**config.mk**
```make
export PLATFORM = sky130hd
export DESIGN_NAME = battery_level_conditioner_unit
export DESIGN_NICKNAME = d
export VERILOG_FILES = /design/src/rtl/core/blc_pkg.sv /design/src/rtl/core/battery_level_conditioner_unit.sv /design/src/rtl/core/blc_in_stage.sv /design/src/rtl/core/blc_cond.sv
export SDC_FILE = /design/constraint.sdc
export NUM_CORES = 1
export LEC_CHECK = 0
export ABC_AREA = 1
export BUFFER_PORTS_ARGS = -buffer_cell sky130_fd_sc_hd__buf_2
export CAP_MARGIN = 10
export CORE_UTILIZATION = 60
export CTS_CLUSTER_SIZE = 16
export DETAILED_ROUTE_END_ITERATION = 16
export HOLD_SLACK_MARGIN = 0.12
export PLACE_DENSITY = 0.81
export SKIP_CTS_REPAIR_TIMING = 1
export SYNTH_ARGS = -nofsm -noshare
export SYNTH_HDL_FRONTEND = slang
export SYNTH_HIERARCHICAL = 1
export SYNTH_SLANG_ARGS = --single-unit
```
**constraint.sdc**
```tcl
create_clock -name clk -period 15.7 [get_ports clk]
set_input_delay 0 -clock clk [delete_from_list [all_inputs] [get_ports clk]]
set_output_delay 0 -clock clk [all_outputs]
set_load 0.01 [all_outputs]
```
**src/rtl/core/blc_pkg.sv**
```systemverilog
// Package for the battery level conditioner: payload structs, the config
// struct, register index codes and reset constants. No dependencies.
`default_nettype none

package blc_pkg;

  localparam int unsigned PctW = 7;
  localparam int unsigned CntW = 4;
  localparam int unsigned CfgIdxW = 3;
  localparam int unsigned CfgDataW = 7;

  localparam logic [PctW-1:0] PctMax = 7'd100;
  localparam logic [CntW-1:0] CntMax = 4'd15;

  localparam logic [PctW-1:0] StepLimitRst = 7'd3;
  localparam logic [PctW-1:0] LowEnterRst = 7'd15;
  localparam logic [PctW-1:0] LowExitRst = 7'd20;
  localparam logic [CntW-1:0] OffPollsRst = 4'd3;

  typedef enum logic [CfgIdxW-1:0] {
    CFG_STEP_LIMIT = 3'd0,
    CFG_LOW_ENTER  = 3'd1,
    CFG_LOW_EXIT   = 3'd2,
    CFG_OFF_POLLS  = 3'd3
  } cfg_idx_t;

  typedef struct packed {
    logic signed [8:0] raw_level;
    logic              is_charging;
    logic              on_external_power;
    logic [15:0]       battery_mv;
    logic [1:0]        charger_state;
  } in_t;

  typedef struct packed {
    logic [PctW-1:0] level_pct;
    logic            low_flag;
    logic            charging_display;
    logic            external_power;
    logic [15:0]     battery_mv_out;
    logic [1:0]      charger_state_out;
  } out_t;

  typedef struct packed {
    logic [PctW-1:0] step_limit;
    logic [PctW-1:0] enter_thr;
    logic [PctW-1:0] exit_thr;
    logic [CntW-1:0] off_polls;
  } cfg_t;

endpackage

`default_nettype wire

```
**src/rtl/core/battery_level_conditioner_unit.sv**
```systemverilog
// Top level of the battery level conditioner: config registers, input
// stage, conditioning update and result register. Uses blc_pkg,
// blc_in_stage and blc_cond.
//
// Usage:
//   Input channel (in_valid/in_ready/in_data) carries one charger poll per
//   transfer. Result channel (out_valid/out_ready/out_data) returns exactly
//   one conditioned snapshot per poll, in order.
//   Config channel (cfg_valid/cfg_ready/cfg_index/cfg_wdata) writes the
//   step limit, low thresholds and off-poll count; always ready. Indexes
//   beyond the register list are dropped. Write only while idle.
// Path: each poll passes the input register, then the result register.
//   Throughput: one poll per cycle while out_ready stays high; the state
//   update is a single short pass between the two registers.
// Stall: if out_ready is low the result register holds, the input stage
//   holds its poll, and in_ready drops once both are full. A new poll is
//   still taken while a result waits, as long as the input stage is free.
// Reset (rst_n low, synchronous): both stages empty, conditioning state
//   cleared and unseeded, config registers back to their defaults
//   (step 3, enter 15, exit 20, off polls 3). The first poll after reset
//   seeds level and average directly from the clamped reading.
`default_nettype none

module battery_level_conditioner_unit (
  input  wire logic                          clk,
  input  wire logic                          rst_n,
  input  wire logic                          in_valid,
  output logic                               in_ready,
  input  wire blc_pkg::in_t                  in_data,
  output logic                               out_valid,
  input  wire logic                          out_ready,
  output blc_pkg::out_t                      out_data,
  input  wire logic                          cfg_valid,
  output logic                               cfg_ready,
  input  wire logic [blc_pkg::CfgIdxW-1:0]   cfg_index,
  input  wire logic [blc_pkg::CfgDataW-1:0]  cfg_wdata
);

  blc_pkg::cfg_t  cfg_r;
  logic           s1_valid;
  blc_pkg::in_t   s1_data;
  logic           fire;
  blc_pkg::out_t  result;
  logic           out_valid_r, out_valid_nxt;
  blc_pkg::out_t  out_data_r;

  // ---- config registers ----
  assign cfg_ready = 1'b1;

  always_ff @(posedge clk) begin
    if (!rst_n) begin
      cfg_r.step_limit <= blc_pkg::StepLimitRst;
      cfg_r.enter_thr  <= blc_pkg::LowEnterRst;
      cfg_r.exit_thr   <= blc_pkg::LowExitRst;
      cfg_r.off_polls  <= blc_pkg::OffPollsRst;
    end else if (cfg_valid && cfg_ready) begin
      case (cfg_index)
        blc_pkg::CFG_STEP_LIMIT: cfg_r.step_limit <= cfg_wdata;
        blc_pkg::CFG_LOW_ENTER:  cfg_r.enter_thr  <= cfg_wdata;
        blc_pkg::CFG_LOW_EXIT:   cfg_r.exit_thr   <= cfg_wdata;
        blc_pkg::CFG_OFF_POLLS:  cfg_r.off_polls  <= cfg_wdata[blc_pkg::CntW-1:0];
        default: ;
      endcase
    end
  end

  // ---- input register ----
  blc_in_stage u_in (
    .clk      (clk),
    .rst_n    (rst_n),
    .in_valid (in_valid),
    .in_ready (in_ready),
    .in_data  (in_data),
    .s1_valid (s1_valid),
    .s1_data  (s1_data),
    .s1_take  (fire)
  );

  // A poll is processed when the result register is free or draining.
  assign fire = s1_valid && (!out_valid_r || out_ready);

  // ---- conditioning state and update ----
  blc_cond u_cond (
    .clk    (clk),
    .rst_n  (rst_n),
    .cfg    (cfg_r),
    .fire   (fire),
    .item   (s1_data),
    .result (result)
  );

  // ---- result register ----
  always_comb begin
    out_valid_nxt = out_valid_r;
    if (fire) begin
      out_valid_nxt = 1'b1;
    end else if (out_ready) begin
      out_valid_nxt = 1'b0;
    end
  end

  always_ff @(posedge clk) begin
    if (!rst_n) begin
      out_valid_r <= 1'b0;
    end else begin
      out_valid_r <= out_valid_nxt;
    end
  end

  always_ff @(posedge clk) begin
    if (fire) begin
      out_data_r <= result;
    end
  end

  assign out_valid = out_valid_r;
  assign out_data  = out_data_r;

endmodule

`default_nettype wire

```
**src/rtl/core/blc_in_stage.sv**
```systemverilog
// Input register stage of the battery level conditioner.
// Uses blc_pkg for the input payload struct.
`default_nettype none

module blc_in_stage (
  input  wire logic       clk,
  input  wire logic       rst_n,
  input  wire logic       in_valid,
  output logic            in_ready,
  input  wire blc_pkg::in_t in_data,
  output logic            s1_valid,
  output blc_pkg::in_t    s1_data,
  input  wire logic       s1_take
);

  logic         valid_r, valid_nxt;
  blc_pkg::in_t data_r;

  // Free when empty or when the held item moves on this cycle.
  assign in_ready = !valid_r || s1_take;

  always_comb begin
    valid_nxt = valid_r;
    if (in_ready) begin
      valid_nxt = in_valid;
    end
  end

  always_ff @(posedge clk) begin
    if (!rst_n) begin
      valid_r <= 1'b0;
    end else begin
      valid_r <= valid_nxt;
    end
  end

  always_ff @(posedge clk) begin
    if (in_valid && in_ready) begin
      data_r <= in_data;
    end
  end

  assign s1_valid = valid_r;
  assign s1_data  = data_r;

endmodule

`default_nettype wire

```
**src/rtl/core/blc_cond.sv**
```systemverilog
// Conditioning state and per-poll update: clamp, average, slew limit,
// low latch and charging debounce. Uses blc_pkg for payload and config types.
`default_nettype none

module blc_cond (
  input  wire logic         clk,
  input  wire logic         rst_n,
  input  wire blc_pkg::cfg_t cfg,
  input  wire logic         fire,
  input  wire blc_pkg::in_t  item,
  output blc_pkg::out_t     result
);

  localparam int unsigned PctW = blc_pkg::PctW;
  localparam int unsigned CntW = blc_pkg::CntW;

  logic [PctW-1:0] level_r, level_nxt;
  logic [PctW-1:0] avg_r, avg_nxt;
  logic            low_r, low_nxt;
  logic            chg_r, chg_nxt;
  logic [CntW-1:0] cnt_r, cnt_nxt;
  logic            seeded_r;

  logic [PctW-1:0] raw;
  logic            powered;
  logic [8:0]      avg_sum;
  logic [PctW-1:0] tgt;
  logic [PctW-1:0] diff;
  logic [CntW-1:0] cnt_inc;

  always_comb begin
    // clamp: negative to zero, above full scale to full scale
    if (item.raw_level[8]) begin
      raw = '0;
    end else if (item.raw_level[7:0] > {1'b0, blc_pkg::PctMax}) begin
      raw = blc_pkg::PctMax;
    end else begin
      raw = item.raw_level[PctW-1:0];
    end
    powered = item.is_charging || item.on_external_power;

    avg_sum = {avg_r, 1'b0} + {2'b00, avg_r} + {2'b00, raw};
    avg_nxt = avg_sum[8:2];

    tgt = avg_nxt;
    if (!powered && (tgt > level_r)) begin
      tgt = level_r;
    end

    level_nxt = tgt;
    if (tgt > level_r) begin
      diff = tgt - level_r;
      if (diff > cfg.step_limit) begin
        level_nxt = level_r + cfg.step_limit;
      end
    end else begin
      diff = level_r - tgt;
      if (diff > cfg.step_limit) begin
        level_nxt = level_r - cfg.step_limit;
      end
    end

    low_nxt = low_r;
    if (powered) begin
      low_nxt = 1'b0;
    end else if (level_nxt <= cfg.enter_thr) begin
      low_nxt = 1'b1;
    end else if (level_nxt >= cfg.exit_thr) begin
      low_nxt = 1'b0;
    end

    cnt_inc = (cnt_r < blc_pkg::CntMax) ? cnt_r + 1'b1 : cnt_r;
    chg_nxt = chg_r;
    cnt_nxt = cnt_r;
    if (item.is_charging) begin
      chg_nxt = 1'b1;
      cnt_nxt = '0;
    end else if (!item.on_external_power) begin
      chg_nxt = 1'b0;
      cnt_nxt = '0;
    end else begin
      cnt_nxt = cnt_inc;
      if (cnt_inc >= cfg.off_polls) begin
        chg_nxt = 1'b0;
      end
    end

    // first poll seeds straight from the clamped reading
    if (!seeded_r) begin
      level_nxt = raw;
      avg_nxt   = raw;
      chg_nxt   = item.is_charging;
      low_nxt   = !powered && (raw <= cfg.enter_thr);
      cnt_nxt   = '0;
    end
  end

  always_ff @(posedge clk) begin
    if (!rst_n) begin
      level_r  <= '0;
      avg_r    <= '0;
      low_r    <= 1'b0;
      chg_r    <= 1'b0;
      cnt_r    <= '0;
      seeded_r <= 1'b0;
    end else if (fire) begin
      level_r  <= level_nxt;
      avg_r    <= avg_nxt;
      low_r    <= low_nxt;
      chg_r    <= chg_nxt;
      cnt_r    <= cnt_nxt;
      seeded_r <= 1'b1;
    end
  end

  assign result.level_pct         = level_nxt;
  assign result.low_flag          = low_nxt;
  assign result.charging_display  = chg_nxt;
  assign result.external_power    = item.on_external_power;
  assign result.battery_mv_out    = item.battery_mv;
  assign result.charger_state_out = item.charger_state;

endmodule

`default_nettype wire

```
Word level (Yosys, flattened, before mapping)
Cells that the tools add are included.
{"block": "classes", "muxes": 22, "reduce_logical": 16, "eq_ne": 3, "addsub": 7, "order_cmp": 10}
{"operator": "2-to-1 mux 7 bit", "count": 8}
{"operator": "> comparator 7 bit", "count": 4}
{"operator": "subtractor 7 bit", "count": 3}
{"operator": "2-to-1 mux 4 bit", "count": 4}
{"operator": "<= comparator 7 bit", "count": 2}
{"operator": "2-to-1 mux 1 bit", "count": 10}
{"operator": "adder 8 x 7 -> 9 bit", "count": 1}
{"operator": "adder 9 x 7 -> 9 bit", "count": 1}
{"operator": "> comparator 8 x 7 -> 1 bit, second input constant", "count": 1}
{"operator": "AND reduction 2 bit", "count": 4}
{"operator": "adder 7 bit", "count": 1}
{"operator": ">= comparator 7 bit", "count": 1}
{"operator": "== test 3 x 2 -> 1 bit, second input constant", "count": 2}
{"operator": "adder 4 x 1 -> 4 bit, second input constant", "count": 1}
{"operator": ">= comparator 4 bit", "count": 1}
{"operator": "logical AND 1 bit", "count": 4}
{"operator": "less-than comparator 4 bit, second input constant", "count": 1}
{"operator": "== test 3 x 1 -> 1 bit, second input constant", "count": 1}
{"operator": "logical NOT 1 bit", "count": 3}
{"operator": "logical NOT 3 bit", "count": 1}
{"operator": "logical OR 1 bit", "count": 3}
{"operator": "nonzero test 2 bit", "count": 1}
{"block": "totals", "elab_cells": 81, "register_bits": 105, "out_inout_bits": 31}

Longest topological paths before layout
Gate-level depths: netlist of the first run.
{"block": "logic_depth", "word_depth": 16, "depth_mapped": 60}

By module
Netlist of the first run, hierarchy kept.
{"mod": "blc_cond", "cells_each": 636, "instances": 1, "area_per_inst_um2": 4201.5, "seq_area_each_um2": 420.4}
{"mod": "battery_level_conditioner_unit", "cells_each": 184, "instances": 1, "area_per_inst_um2": 1941.9, "seq_area_each_um2": 1361.3}
{"mod": "blc_in_stage", "cells_each": 36, "instances": 1, "area_per_inst_um2": 922.1, "seq_area_each_um2": 890.9}

Worst setup path before layout of the first run
No wires, ideal clock.
{"block": "synth_timing", "path_kind": "register to register", "from": "reg u_in.data_r, in the netlist u_in/s1_data[23]", "to": "reg out_data_r, in the netlist out_data[20] (data pin)", "stages_incl_launch_ff": 54, "arrival_ps": 7129, "slack_ps": 8320, "period_less_slack_ps": 7380, "cell_sequence": "edfxtp_1 -> inv_1 -> nand2_1 -> nor2_1 -> nand2_1 -> nand2_2 -> nand2_1 -> nor2_1 -> inv_1 -> fa_1 -> nor2_1 -> nand2_1 -> fa_1 -> inv_1 -> nand4_1 -> o211ai_1 -> xnor2_1 -> inv_1 -> (+18 left out) -> nand2_1 -> o211ai_1 -> nand2_1 -> buf_2 -> o21ai_0 -> inv_1 -> nand2_1 -> and2_2 -> ha_1 -> a21boi_0 -> o21ai_0 -> nand2_1 -> a21oi_1 -> o21ai_0 -> nand2_1 -> nand2_1 -> inv_1 -> buf_4"}
{"block": "synth_via", "elab_chain_len": 16, "elab_cells_between_ends": 23, "cone_classes": "add/sub (3); order compare (8); mux (10); reduce/logical (2)"}
{"element": "start: declaration", "line_no": "blc_in_stage.sv:17", "rtl": "blc_pkg::in_t data_r;"}
{"element": "start signal: assignment", "line_no": "blc_in_stage.sv:39", "rtl": "data_r <= in_data;"}
{"element": "> comparator 8 x 7 -> 1 bit", "line_no": "blc_cond.sv:35", "rtl": "end else if (item.raw_level[7:0] > {1'b0, blc_pkg::PctMax}) begin"}
{"element": "2-to-1 mux 7 bit (*)", "line_no": "blc_cond.sv:35"}
{"element": "2-to-1 mux 7 bit (*)", "line_no": "blc_cond.sv:33", "rtl": "if (item.raw_level[8]) begin"}
{"element": "adder 9 x 7 -> 9 bit", "line_no": "blc_cond.sv:42", "rtl": "avg_sum = {avg_r, 1'b0} + {2'b00, avg_r} + {2'b00, raw};"}
{"element": "> comparator 7 bit", "line_no": "blc_cond.sv:46", "rtl": "if (!powered && (tgt > level_r)) begin"}
{"element": "logical AND 1 bit", "line_no": "blc_cond.sv:46"}
{"element": "2-to-1 mux 7 bit", "line_no": "blc_cond.sv:46"}
{"element": "subtractor 7 bit, on equally long branches", "line_no": "blc_cond.sv:57, blc_cond.sv:52"}
{"element": "> comparator 7 bit, on equally long branches", "line_no": "blc_cond.sv:58, blc_cond.sv:53"}
{"element": "2-to-1 mux 7 bit, on equally long branches", "line_no": "blc_cond.sv:58, blc_cond.sv:53"}
{"element": "2-to-1 mux 7 bit", "line_no": "blc_cond.sv:51", "rtl": "if (tgt > level_r) begin"}
{"element": ">= comparator 7 bit", "line_no": "blc_cond.sv:68", "rtl": "end else if (level_nxt >= cfg.exit_thr) begin"}
{"element": "2-to-1 mux 1 bit", "line_no": "blc_cond.sv:68"}
{"element": "2-to-1 mux 1 bit", "line_no": "blc_cond.sv:66", "rtl": "end else if (level_nxt <= cfg.enter_thr) begin"}
{"element": "2-to-1 mux 1 bit", "line_no": "blc_cond.sv:64", "rtl": "if (powered) begin"}
{"element": "2-to-1 mux 1 bit (*)", "line_no": "blc_cond.sv:89", "rtl": "if (!seeded_r) begin"}
{"element": "via u_cond.low_nxt", "line_no": "blc_cond.sv:19", "rtl": "logic low_r, low_nxt;"}
{"element": "end signal: assignment", "line_no": "battery_level_conditioner_unit.sv:112", "rtl": "out_data_r <= result;"}
{"element": "end: declaration", "line_no": "battery_level_conditioner_unit.sv:45", "rtl": "blc_pkg::out_t out_data_r;"}
The timed path passes the listed nets; every way through them passes the cells marked *.
A chain may end at the register's enable or synchronous reset.

==> results of run 1 <==
## tightest hold or removal path, delay by kind of cell
family	cells	cell delay (ns)
simple gates	4	0.26
buf+inv	1	0.13
## registers in the layout, summed over array words and instances (netlist names)
| register | flops |
|---|---|
| u_in/s1_valid | 1 |
| u_cond/cnt_r | 4 |
| u_cond/avg_r | 7 |
| out_data | 28 |
| cfg_r | 25 |
| u_cond/level_r | 7 |
| u_in/s1_data | 29 |
| u_cond/seeded_r | 1 |
| u_cond/chg_r | 1 |
| out_valid | 1 |
| u_cond/low_r | 1 |
## placed cells by master, fill, tap and decap left out, types with 3 or more instances in the layout
cell type	n
edfxtp_1	57
nand4_1	10
nand3_1	65
dfxtp_1	48
o211ai_1	6
fa_1	11
nand2_1	181
dlygate4sd3_1	38
buf_2	73
nor2_2	5
o21ai_2	4
o21bai_1	3
nor3_1	3
ha_1	77
a31oi_1	9
inv_2	3
nand2_2	8
xnor2_1	8
clkbuf_16	9
nor2_4	3
nor2_1	56
a21oi_2	5
inv_1	125
and2_1	4
o21ai_0	26
xor2_1	16
a21boi_0	3
a21oi_1	54
nand3_2	3
## layer usage
layer	global-route usage	wire length, um
met4	0.110	500
met2	0.426	8380
met3	0.0428	1090
met5	0	0
met1	0.343	7100
## final cells by class
type | count | area (um2) | area share
sequential | 105 | 2670 | 0.331
timing repair buffer | 113 | 761 | 0.0941
clock inverter | 7 | 95.1 | 0.0118
tap | 143 | 179 | 0.0221
multi-input combinational | 581 | 3650 | 0.452
inverter | 131 | 494 | 0.0612
clock buffer | 9 | 225 | 0.0279
## cells by family (layout without fill, tap and decap cells)
| kind of cell | after synthesis | in the layout | share of synthesized area |
|---|---|---|---|
| AO/OA/AOI/OAI | 123 | 123 | 0.103 |
| adder cells (fa/ha/maj) | 88 | 88 | 0.168 |
| multiplexers | 1 | 1 | 0.00159 |
| XOR/XNOR | 24 | 24 | 0.0298 |
| AND/OR/NAND/NOR | 344 | 344 | 0.213 |
| buffers and inverters | 170 | 260 | 0.107 |
| other | 1 | 1 | 0.000531 |
| flip-flops | 105 | 105 | 0.378 |
## where the power goes
group	leakage (nW)	switching (mW)	internal, mW
clock network	0.157	0.113	0.129
registers	0.937	0.0130	0.312
logic	2.84	0.456	0.263
total	3.93	0.581	0.703
## stage by stage
step / instance area, um2 / power, mW / setup WS, ns
2_1_floorplan: 7070 / 0.864 / 8.32
3_3_place_gp: 7380 / 0.995 / 7.80
3_5_place_dp: 7380 / 1.01 / 7.51
4_1_cts: 7700 / 1.26 / 7.44
5_1_grt: 8080 / 1.39 / 6.45
6_report: 8080 / 1.28 / 7.17
## how the worst max path moves through the flow
stage                                 from            to  slack, ns  depth (start not counted)
after floorplan           u_in/s1_data[23]  out_data[20]       8.32                         53
after global placement    u_in/s1_data[23]  out_data[20]       7.80                         55
after CTS                 u_in/s1_data[27]  out_data[20]       7.44                         55
final                     u_in/s1_data[27]  out_data[20]       7.17                         55
after global routing      u_in/s1_data[27]  out_data[20]       6.45                         55
after detailed placement  u_in/s1_data[27]  out_data[20]       7.51                         55
==> metrics.cfg, run 1 <==
[outcome]
status=completed

[worst_setup_path]
crit_family=simple AND/OR/NAND/NOR gates
rrSetupSlack_ns=7.17
r2r_end=out_data[20]
reg2reg_from=u_in/s1_data[27]
r2r_cells=55
crit_type=flop to flop
cp.required_ns=15.82
max_stage_delay_ns=0.43
cpMostUsedCell=nand2_1
slowest_stage=fa_1
cp_max_fo=11
critPathLaunchType=flop
critPathArrivalTime_ns=8.65
path_buf_inv=10
cp-end-kind=flop

[sta]
slew_violations=0
tightest_slew_ns=0.756
finalHoldViolations=0
rsz0062_at_grt=false
period_needed_ns=8.53
hold_slack_ns=0.0726
clock-skew-final_ns=0.00927
setup_viol=0
totalNegativeSetupSlack_ns=0
min_period_over_period=0.544
fmax_mhz=117
maxSlewHeadroom=0.496

[floorplanning]
fp.dieW_um=111
num_rows=39
start_util=0.616
fp.dieArea_mm2=0.0122
io_pins=75
core_mm2=0.0115
dieHeight_um=111

[clock_tree]
htree_levels=3
root_buffer=clkbuf_16
cts_max_path_buffers=2
cts.sinks=105
clkTransAtPathRegs_ns=0.08
cts_buffers=9
cts_tree=built
clock_latency_ns=0.36

[synth]
syn_area_mm2=0.00707
synth_top_area_share=0.242
yosys-top-cells-count=nand2_1 (181), inv_1 (125), ha_1 (77), nand3_1 (65), edfxtp_1 (57)
synth_area_leaders=edfxtp_1 (24%), ha_1 (14%), dfxtp_1 (14%)
yosys_warnings=6
async_reset_ff_frac=0
synth.largest_area_cell=edfxtp_1
synth.most_common_cell=nand2_1
ys.flop_type=edfxtp_1
syn_avg_cell_area_um2=8.25
ys_seq_area_frac=0.378
synth_edf_count=57
syn_inst=856
syn_nets=988
ys_ff_latch=105
ys_types=45

[power]
vdd.ir_drop.worst_v=0.000136
p_leak_nw=3.93
pwr_density_cell_mw_per_mm2=159

[cells_and_area]
final_cells=1089
nNetsFinal=1073
nFillCells=849
antenna_cells=0
fin_util=0.705
drive_above_1_share=0.137
syn2layout_area_growth_pct=14.4

[job]
cap_violations=0

[drt]
wl_per_cell_um=15.7
routed-via-count=6070
drt_iter0_drc=439
via_per_inst=5.57
drtAntennaViolNets=0
drcViolationCount=0
drt-total-wl_mm=17.1
drt-pass1-iter-count=7

[placement]
port_buffers=73
numPlacedInstances=1035
place_congestion=0.941
hpwl_mm=11.8

[worst_hold_path]
worstHoldEndpoint=cfg_r[16]
worstHoldStart=cfg_index[1]
hold_path.class=primary input to flop
hold_depth=5

[global_route]
grt_start_max_net_pins=53
grt_pass1_wl_mm=25.4
grt_pass1_vias=5318
groute.usage.overall=0.261
antenna_found_initial=0
overflow=0

Power figures use the tool's default switching activity.
==> inputs of run 2 (changes only) <==
- clock period: 15.7 -> 8.75 ns (I/O delays scaled with it)
==> run 2 against run 1 <==
Against the previous run:
- clock power is 63% higher
- highest routed layer unchanged
- maximum frequency increased by 3.7%
- via count fell by 1.3%
==> metrics.cfg, run 2 (synthesis gave the netlist of run 1 again) <==
[sta]
maxSlewHeadroom=0.510  ; +0.0141
clock-skew-final_ns=0.00775  ; -0.00152 ns
min_period_over_period=0.941  ; +0.397
slew_violations=0  ; unchanged
setup_viol=0  ; unchanged
finalHoldViolations=0  ; unchanged
fmax_mhz=122  ; +3.7%
tightest_slew_ns=0.735  ; -0.0211 ns
rsz0062_at_grt=true
period_needed_ns=8.23  ; -0.304 ns
totalNegativeSetupSlack_ns=0  ; unchanged

[cells_and_area]
multi_input_area_mm2=0.00368  ; +0.65%
nNetsFinal=1076  ; +0.28%
largest_reg_flops=29  ; unchanged
syn2layout_area_growth_pct=14.6
nFillCells=844  ; -0.59%
final_common_cell=nand2_1
antenna_cells=0  ; unchanged
drive_above_1_share=0.145  ; +0.00800
most-common-layout-cells=nand2_1 (180), inv_1 (125), ha_1 (76), buf_2 (73), nand3_1 (65)
register_area_mm2=0.00267  ; unchanged

[power]
swShare=0.451  ; -0.00196
p_int_mw=1.27  ; +81%
vdd.ir_drop.worst_v=0.000206  ; +52%
power_frac_comb=0.579  ; +0.020
total_power_mw=2.31  ; +80%
p_switching_mw=1.04  ; +79%
p_leak_nw=3.93  ; about the same
pwr_density_cell_mw_per_mm2=286  ; +80%
p_seq_frac=0.252  ; about the same
p_clk_frac=0.169  ; -0.019

[floorplanning]
fp.dieArea_mm2=0.0122  ; unchanged
io_pins=75  ; unchanged
core_mm2=0.0115  ; unchanged
fp.dieW_um=111  ; unchanged
start_util=0.616  ; unchanged
num_rows=39  ; unchanged
dieHeight_um=111  ; unchanged

[worst_hold_path]
worstHoldEndpoint=cfg_r[16]
worstHoldStart=cfg_index[1]
hold_depth=5  ; unchanged
hold_path.class=primary input to flop

[clock_tree]
cts.sinks=105  ; unchanged
cts_tree=built
clock_latency_ns=0.35  ; about the same
cts_max_path_buffers=2  ; unchanged
root_buffer=clkbuf_16
htree_levels=3  ; unchanged
clkTransAtPathRegs_ns=0.08  ; about the same
cts_buffers=9  ; unchanged

[worst_setup_path]
cp.required_ns=9.02  ; -6.80 ns
critPathArrivalTime_ns=8.50  ; -0.15 ns
max_stage_delay_ns=0.42  ; about the same
crit_type=flop to flop
cp_max_fo=10  ; -1
cpMostUsedCell=nand2_1
cp-end-kind=flop
reg2reg_from=u_in/s1_data[24]
critPathLaunchType=flop
r2r_end=u_cond/low_r
r2r_cells=53  ; -3.6%
rrSetupSlack_ns=0.52  ; -6.65 ns
slowest_stage=fa_1

[placement]
place_congestion=0.941  ; unchanged
hpwl_mm=11.9  ; +0.41%
port_buffers=73  ; unchanged

[drt]
wl_per_cell_um=15.3  ; -2.3%
drt-total-wl_mm=16.7  ; -2.0%
drtAntennaViolNets=0  ; unchanged
drt-pass1-iter-count=5  ; -2
routed-via-count=5990  ; -1.3%
drt_iter0_drc=427  ; -2.7%
via_per_inst=5.49  ; -1.6%
drcViolationCount=0  ; unchanged

[global_route]
groute.usage.overall=0.259  ; -0.00126
grt_pass1_vias=5394  ; +1.4%
overflow=0  ; unchanged
grt_pass1_wl_mm=25.4  ; +0.22%
grt_start_max_net_pins=53  ; unchanged
antenna_found_initial=0  ; unchanged

[outcome]
status=completed

[job]
cap_violations=0  ; unchanged

==> run 2: layer usage <==
layer  routed length (um)  vias up  track usage
met2                 8240      230        0.436
met1                 7000     2762        0.342
met3                 1080       37       0.0362
met4                  400        0       0.0916
met5                    0        -            0
li1                     -     2961            -
==> run 2: worst max-delay path: cells and delay by family (launching register included) <==
family,cells,cell delay [ns]
xor gates and xnor gates,2,0.34
AOI/OAI and AO/OA,11,1.47
adders and majority gates,6,2.10
and+or+nand+nor,28,3.27
buffers and inverters,6,0.55
DFF,1,0.41
==> run 2: worst max path at each step <==
stage	from	endpoint	cells after the start
2_1_floorplan	u_in/s1_data[23]	out_data[20]	53
3_3_place_gp	u_in/s1_data[23]	out_data[20]	55
3_5_place_dp	u_in/s1_data[27]	out_data[20]	55
4_1_cts	u_in/s1_data[27]	out_data[20]	55
5_1_grt	u_in/s1_data[23]	u_cond/low_r	53
6_report	u_in/s1_data[24]	u_cond/low_r	53
==> run 2: area by class of cell <==
cell class	instances	share of cell area
clock inverters	6	0.00757
well taps	143	0.0221
clock buffers	10	0.0283
flip-flops and latches	105	0.330
multi-input cells	581	0.454
inverters	131	0.0610
repair buffers	116	0.0967
==> run 2: power by group through the flow <==
stage	clock network (mW)	registers, mW	logic, mW
after CTS	0.396	0.582	1.24
after floorplan	0	0.592	0.957
after global placement	0	0.591	1.19
after detailed placement	0	0.593	1.23
final	0.392	0.582	1.34
after global routing	0.416	0.585	1.50
==> run 2: per-stage QoR <==
stage	util	cells	area (um2)	setup WS, ns	hold slack, ns
2_1_floorplan	-	856	7070	1.37	0.0989
3_3_place_gp	0.644	1035	7380	0.854	0.177
3_5_place_dp	0.644	1035	7380	0.584	0.178
4_1_cts	0.669	1051	7670	0.486	-0.187
5_1_grt	0.706	1092	8100	-0.164	0.128
6_report	0.706	1092	8100	0.520	0.0840
==> inputs of run 3 (changes only) <==
- ABC_AREA: 1 -> default
- clock period: 8.75 -> 8.45 ns (I/O delays scaled with it)
==> run 3 against run 2 <==
Against the previous run:
- first-iteration DRC count up 32%
- sequential cell count unchanged
- setup slack worse by 0.33 ns
- clock skew up 0.0027 ns
- power up 12%
- largest power group unchanged
- die area up 1.3%
- via count down 1.6%
- combinational power up 17%
- global-route usage up 2.4 points
- count of clock-buffer cells in the layout down 1
==> metrics.cfg, run 3 <==
[drt]
drt-total-wl_mm=19.5  ; +17%
drt_iter0_drc=564  ; +32%
drtAntennaViolNets=0  ; unchanged
drt-pass1-iter-count=5  ; unchanged
wl_per_cell_um=20.2  ; +32%
via_per_inst=6.09  ; +11%
routed-via-count=5892  ; -1.6%
drcViolationCount=0  ; unchanged

[synth]
synth_top_area_share=0.239  ; -0.00318
synth.largest_area_cell=edfxtp_1
ys_seq_area_frac=0.373  ; -0.00496
ys_ff_latch=105  ; unchanged
syn_avg_cell_area_um2=10.2  ; +23%
yosys-top-cells-count=ha_1 (77), inv_1 (59), edfxtp_1 (57), dfxtp_1 (48), nand2_1 (46)
synth_edf_count=57  ; unchanged
syn_nets=836  ; -15%
yosys_warnings=6  ; unchanged
synth.most_common_cell=ha_1
ys.flop_type=edfxtp_1
syn_inst=704  ; -18%
ys_types=92  ; +100%
syn_area_mm2=0.00716  ; +1.3%
synth_area_leaders=edfxtp_1 (24%), ha_1 (13%), dfxtp_1 (13%)
async_reset_ff_frac=0  ; unchanged

[worst_setup_path]
cp.required_ns=8.63  ; -0.39 ns
reg2reg_from=u_in/s1_data[23]
r2r_end=out_data[20]
r2r_cells=36  ; -32%
slowest_stage=fa_1
rrSetupSlack_ns=0.19  ; -0.33 ns
critPathLaunchType=flop
cp_max_fo=6  ; -4
crit_type=flop to flop
max_stage_delay_ns=0.50  ; +0.08 ns
cp-end-kind=flop
critPathArrivalTime_ns=8.44  ; -0.06 ns

[cells_and_area]
final_cells=967  ; -11%
antenna_cells=0  ; unchanged
syn2layout_area_growth_pct=20.7
drive_above_1_share=0.256  ; +0.111
nNetsFinal=951  ; -12%
largest_reg_flops=29  ; unchanged
final_common_cell=buf_2
most-common-layout-cells=buf_2 (73), ha_1 (66), inv_1 (59), edfxtp_1 (57), dfxtp_1 (48)
nFillCells=728  ; -14%

[clock_tree]
htree_levels=3  ; unchanged
clock_latency_ns=0.36  ; about the same
cts.sinks=105  ; unchanged
cts_buffers=9  ; unchanged
root_buffer=clkbuf_16
clkTransAtPathRegs_ns=0.08  ; about the same
cts_tree=built
cts_max_path_buffers=2  ; unchanged

[placement]
numPlacedInstances=888  ; -14%
hpwl_mm=13.1  ; +11%
place_congestion=0.925  ; -1.7%
port_buffers=73  ; unchanged

[floorplanning]
start_util=0.622  ; +0.00554
fp.dieArea_mm2=0.0124  ; +1.3%
core_mm2=0.0115  ; +0.43%
num_rows=39  ; unchanged
io_pins=75  ; unchanged
dieHeight_um=111  ; +0.65%
fp.dieW_um=111  ; +0.65%

[sta]
tightest_slew_ns=0.877  ; +0.142 ns
finalHoldViolations=0  ; unchanged
clock-skew-final_ns=0.0105  ; +0.00272 ns
setup_viol=0  ; unchanged
fmax_mhz=121  ; -0.37%
min_period_over_period=0.978  ; +0.0370
slew_violations=0  ; unchanged
maxSlewHeadroom=0.415  ; -0.0949
period_needed_ns=8.26  ; +0.0305 ns

[worst_hold_path]
hold_path.class=primary input to flop
worstHoldStart=cfg_valid
hold_depth=3  ; -2
worstHoldEndpoint=cfg_r[3]

[global_route]
grt_pass1_vias=5485  ; +1.7%
grt_pass1_wl_mm=27.3  ; +7.2%
overflow=0  ; unchanged
grt_start_max_net_pins=58  ; +9.4%
antenna_found_initial=0  ; unchanged
groute.usage.overall=0.283  ; +0.0237

[power]
total_power_mw=2.60  ; +12%
vdd.ir_drop.worst_v=0.000201  ; -2.3%
pwr_density_cell_mw_per_mm2=301  ; +5.2%
p_leak_nw=3.74  ; -4.7%

[outcome]
status=completed

[job]
cap_violations=0  ; unchanged

-- run 3: through the flow --
step	utilization	worst slack (ns)	instance area, um2	setup TNS (ns)	hold WS [ns]
2_1_floorplan	-	0.348	7160	0	0.0989
4_1_cts	0.680	-0.136	7830	-0.174	-0.190
6_report	0.751	0.190	8640	0	0.213
5_1_grt	0.751	-0.125	8640	-0.125	0.213
3_5_place_dp	0.654	-0.0721	7530	-0.0721	0.178
3_3_place_gp	0.654	0.201	7530	0	0.177
-- run 3: final cells by class --
class	count	area (um2)	share of cell area
timing repair buffer	150	1060	0.122
clock buffer	9	225	0.0261
sequential	105	2670	0.309
clock inverter	7	75.1	0.00869
inverter	61	229	0.0265
multi-input combinational	492	4210	0.487
tap	143	179	0.0207
-- run 3: how the worst max path moves through the flow --
stage / startpoint / slack, ns / endpoint
floorplan: u_in/s1_data[24] / 0.35 / out_data[20]
global placement: u_in/s1_data[24] / 0.20 / out_data[20]
detailed placement: u_in/s1_data[24] / -0.07 / out_data[20]
CTS: u_in/s1_data[24] / -0.14 / out_data[20]
global route: u_in/s1_data[28] / -0.12 / out_data[20]
finish: u_in/s1_data[23] / 0.19 / out_data[20]
-- run 3: critical path: cells and delay by family, from the launching register on --
| kind | cells | cell delay [ns] |
|---|---|---|
| compound gates | 19 | 3.87 |
| fa+ha+maj | 6 | 2.05 |
| buf+inv | 2 | 0.30 |
| flops | 1 | 0.43 |
| simple gates | 9 | 1.42 |
-- run 3: metal layers --
layer | up-vias | part of all wire | track usage
met5 | - | 0 | 0
met4 | 0 | 0.033 | 0.121
met3 | 53 | 0.061 | 0.0514
met2 | 252 | 0.50 | 0.477
met1 | 2831 | 0.41 | 0.357
li1 | 2756 | - | -
-- run 3: kinds of logic after synthesis --
group | after synthesis | synth area share
AO/OA/AOI/OAI | 169 | 0.178
XOR/XNOR | 15 | 0.0194
adder cells (fa/ha/maj) | 88 | 0.165
buffers and inverters | 107 | 0.0725
flip-flops | 105 | 0.373
multiplexers | 36 | 0.0530
other | 1 | 0.000524
AND/OR/NAND/NOR | 183 | 0.138
-- run 3: power breakdown --
group	internal [mW]	leakage, nW	total, mW	switching, mW
sequential	0.577	0.936	0.605	0.0282
clock	0.212	0.145	0.425	0.213
combinational	0.735	2.66	1.57	0.834
total	1.52	3.74	2.60	1.07
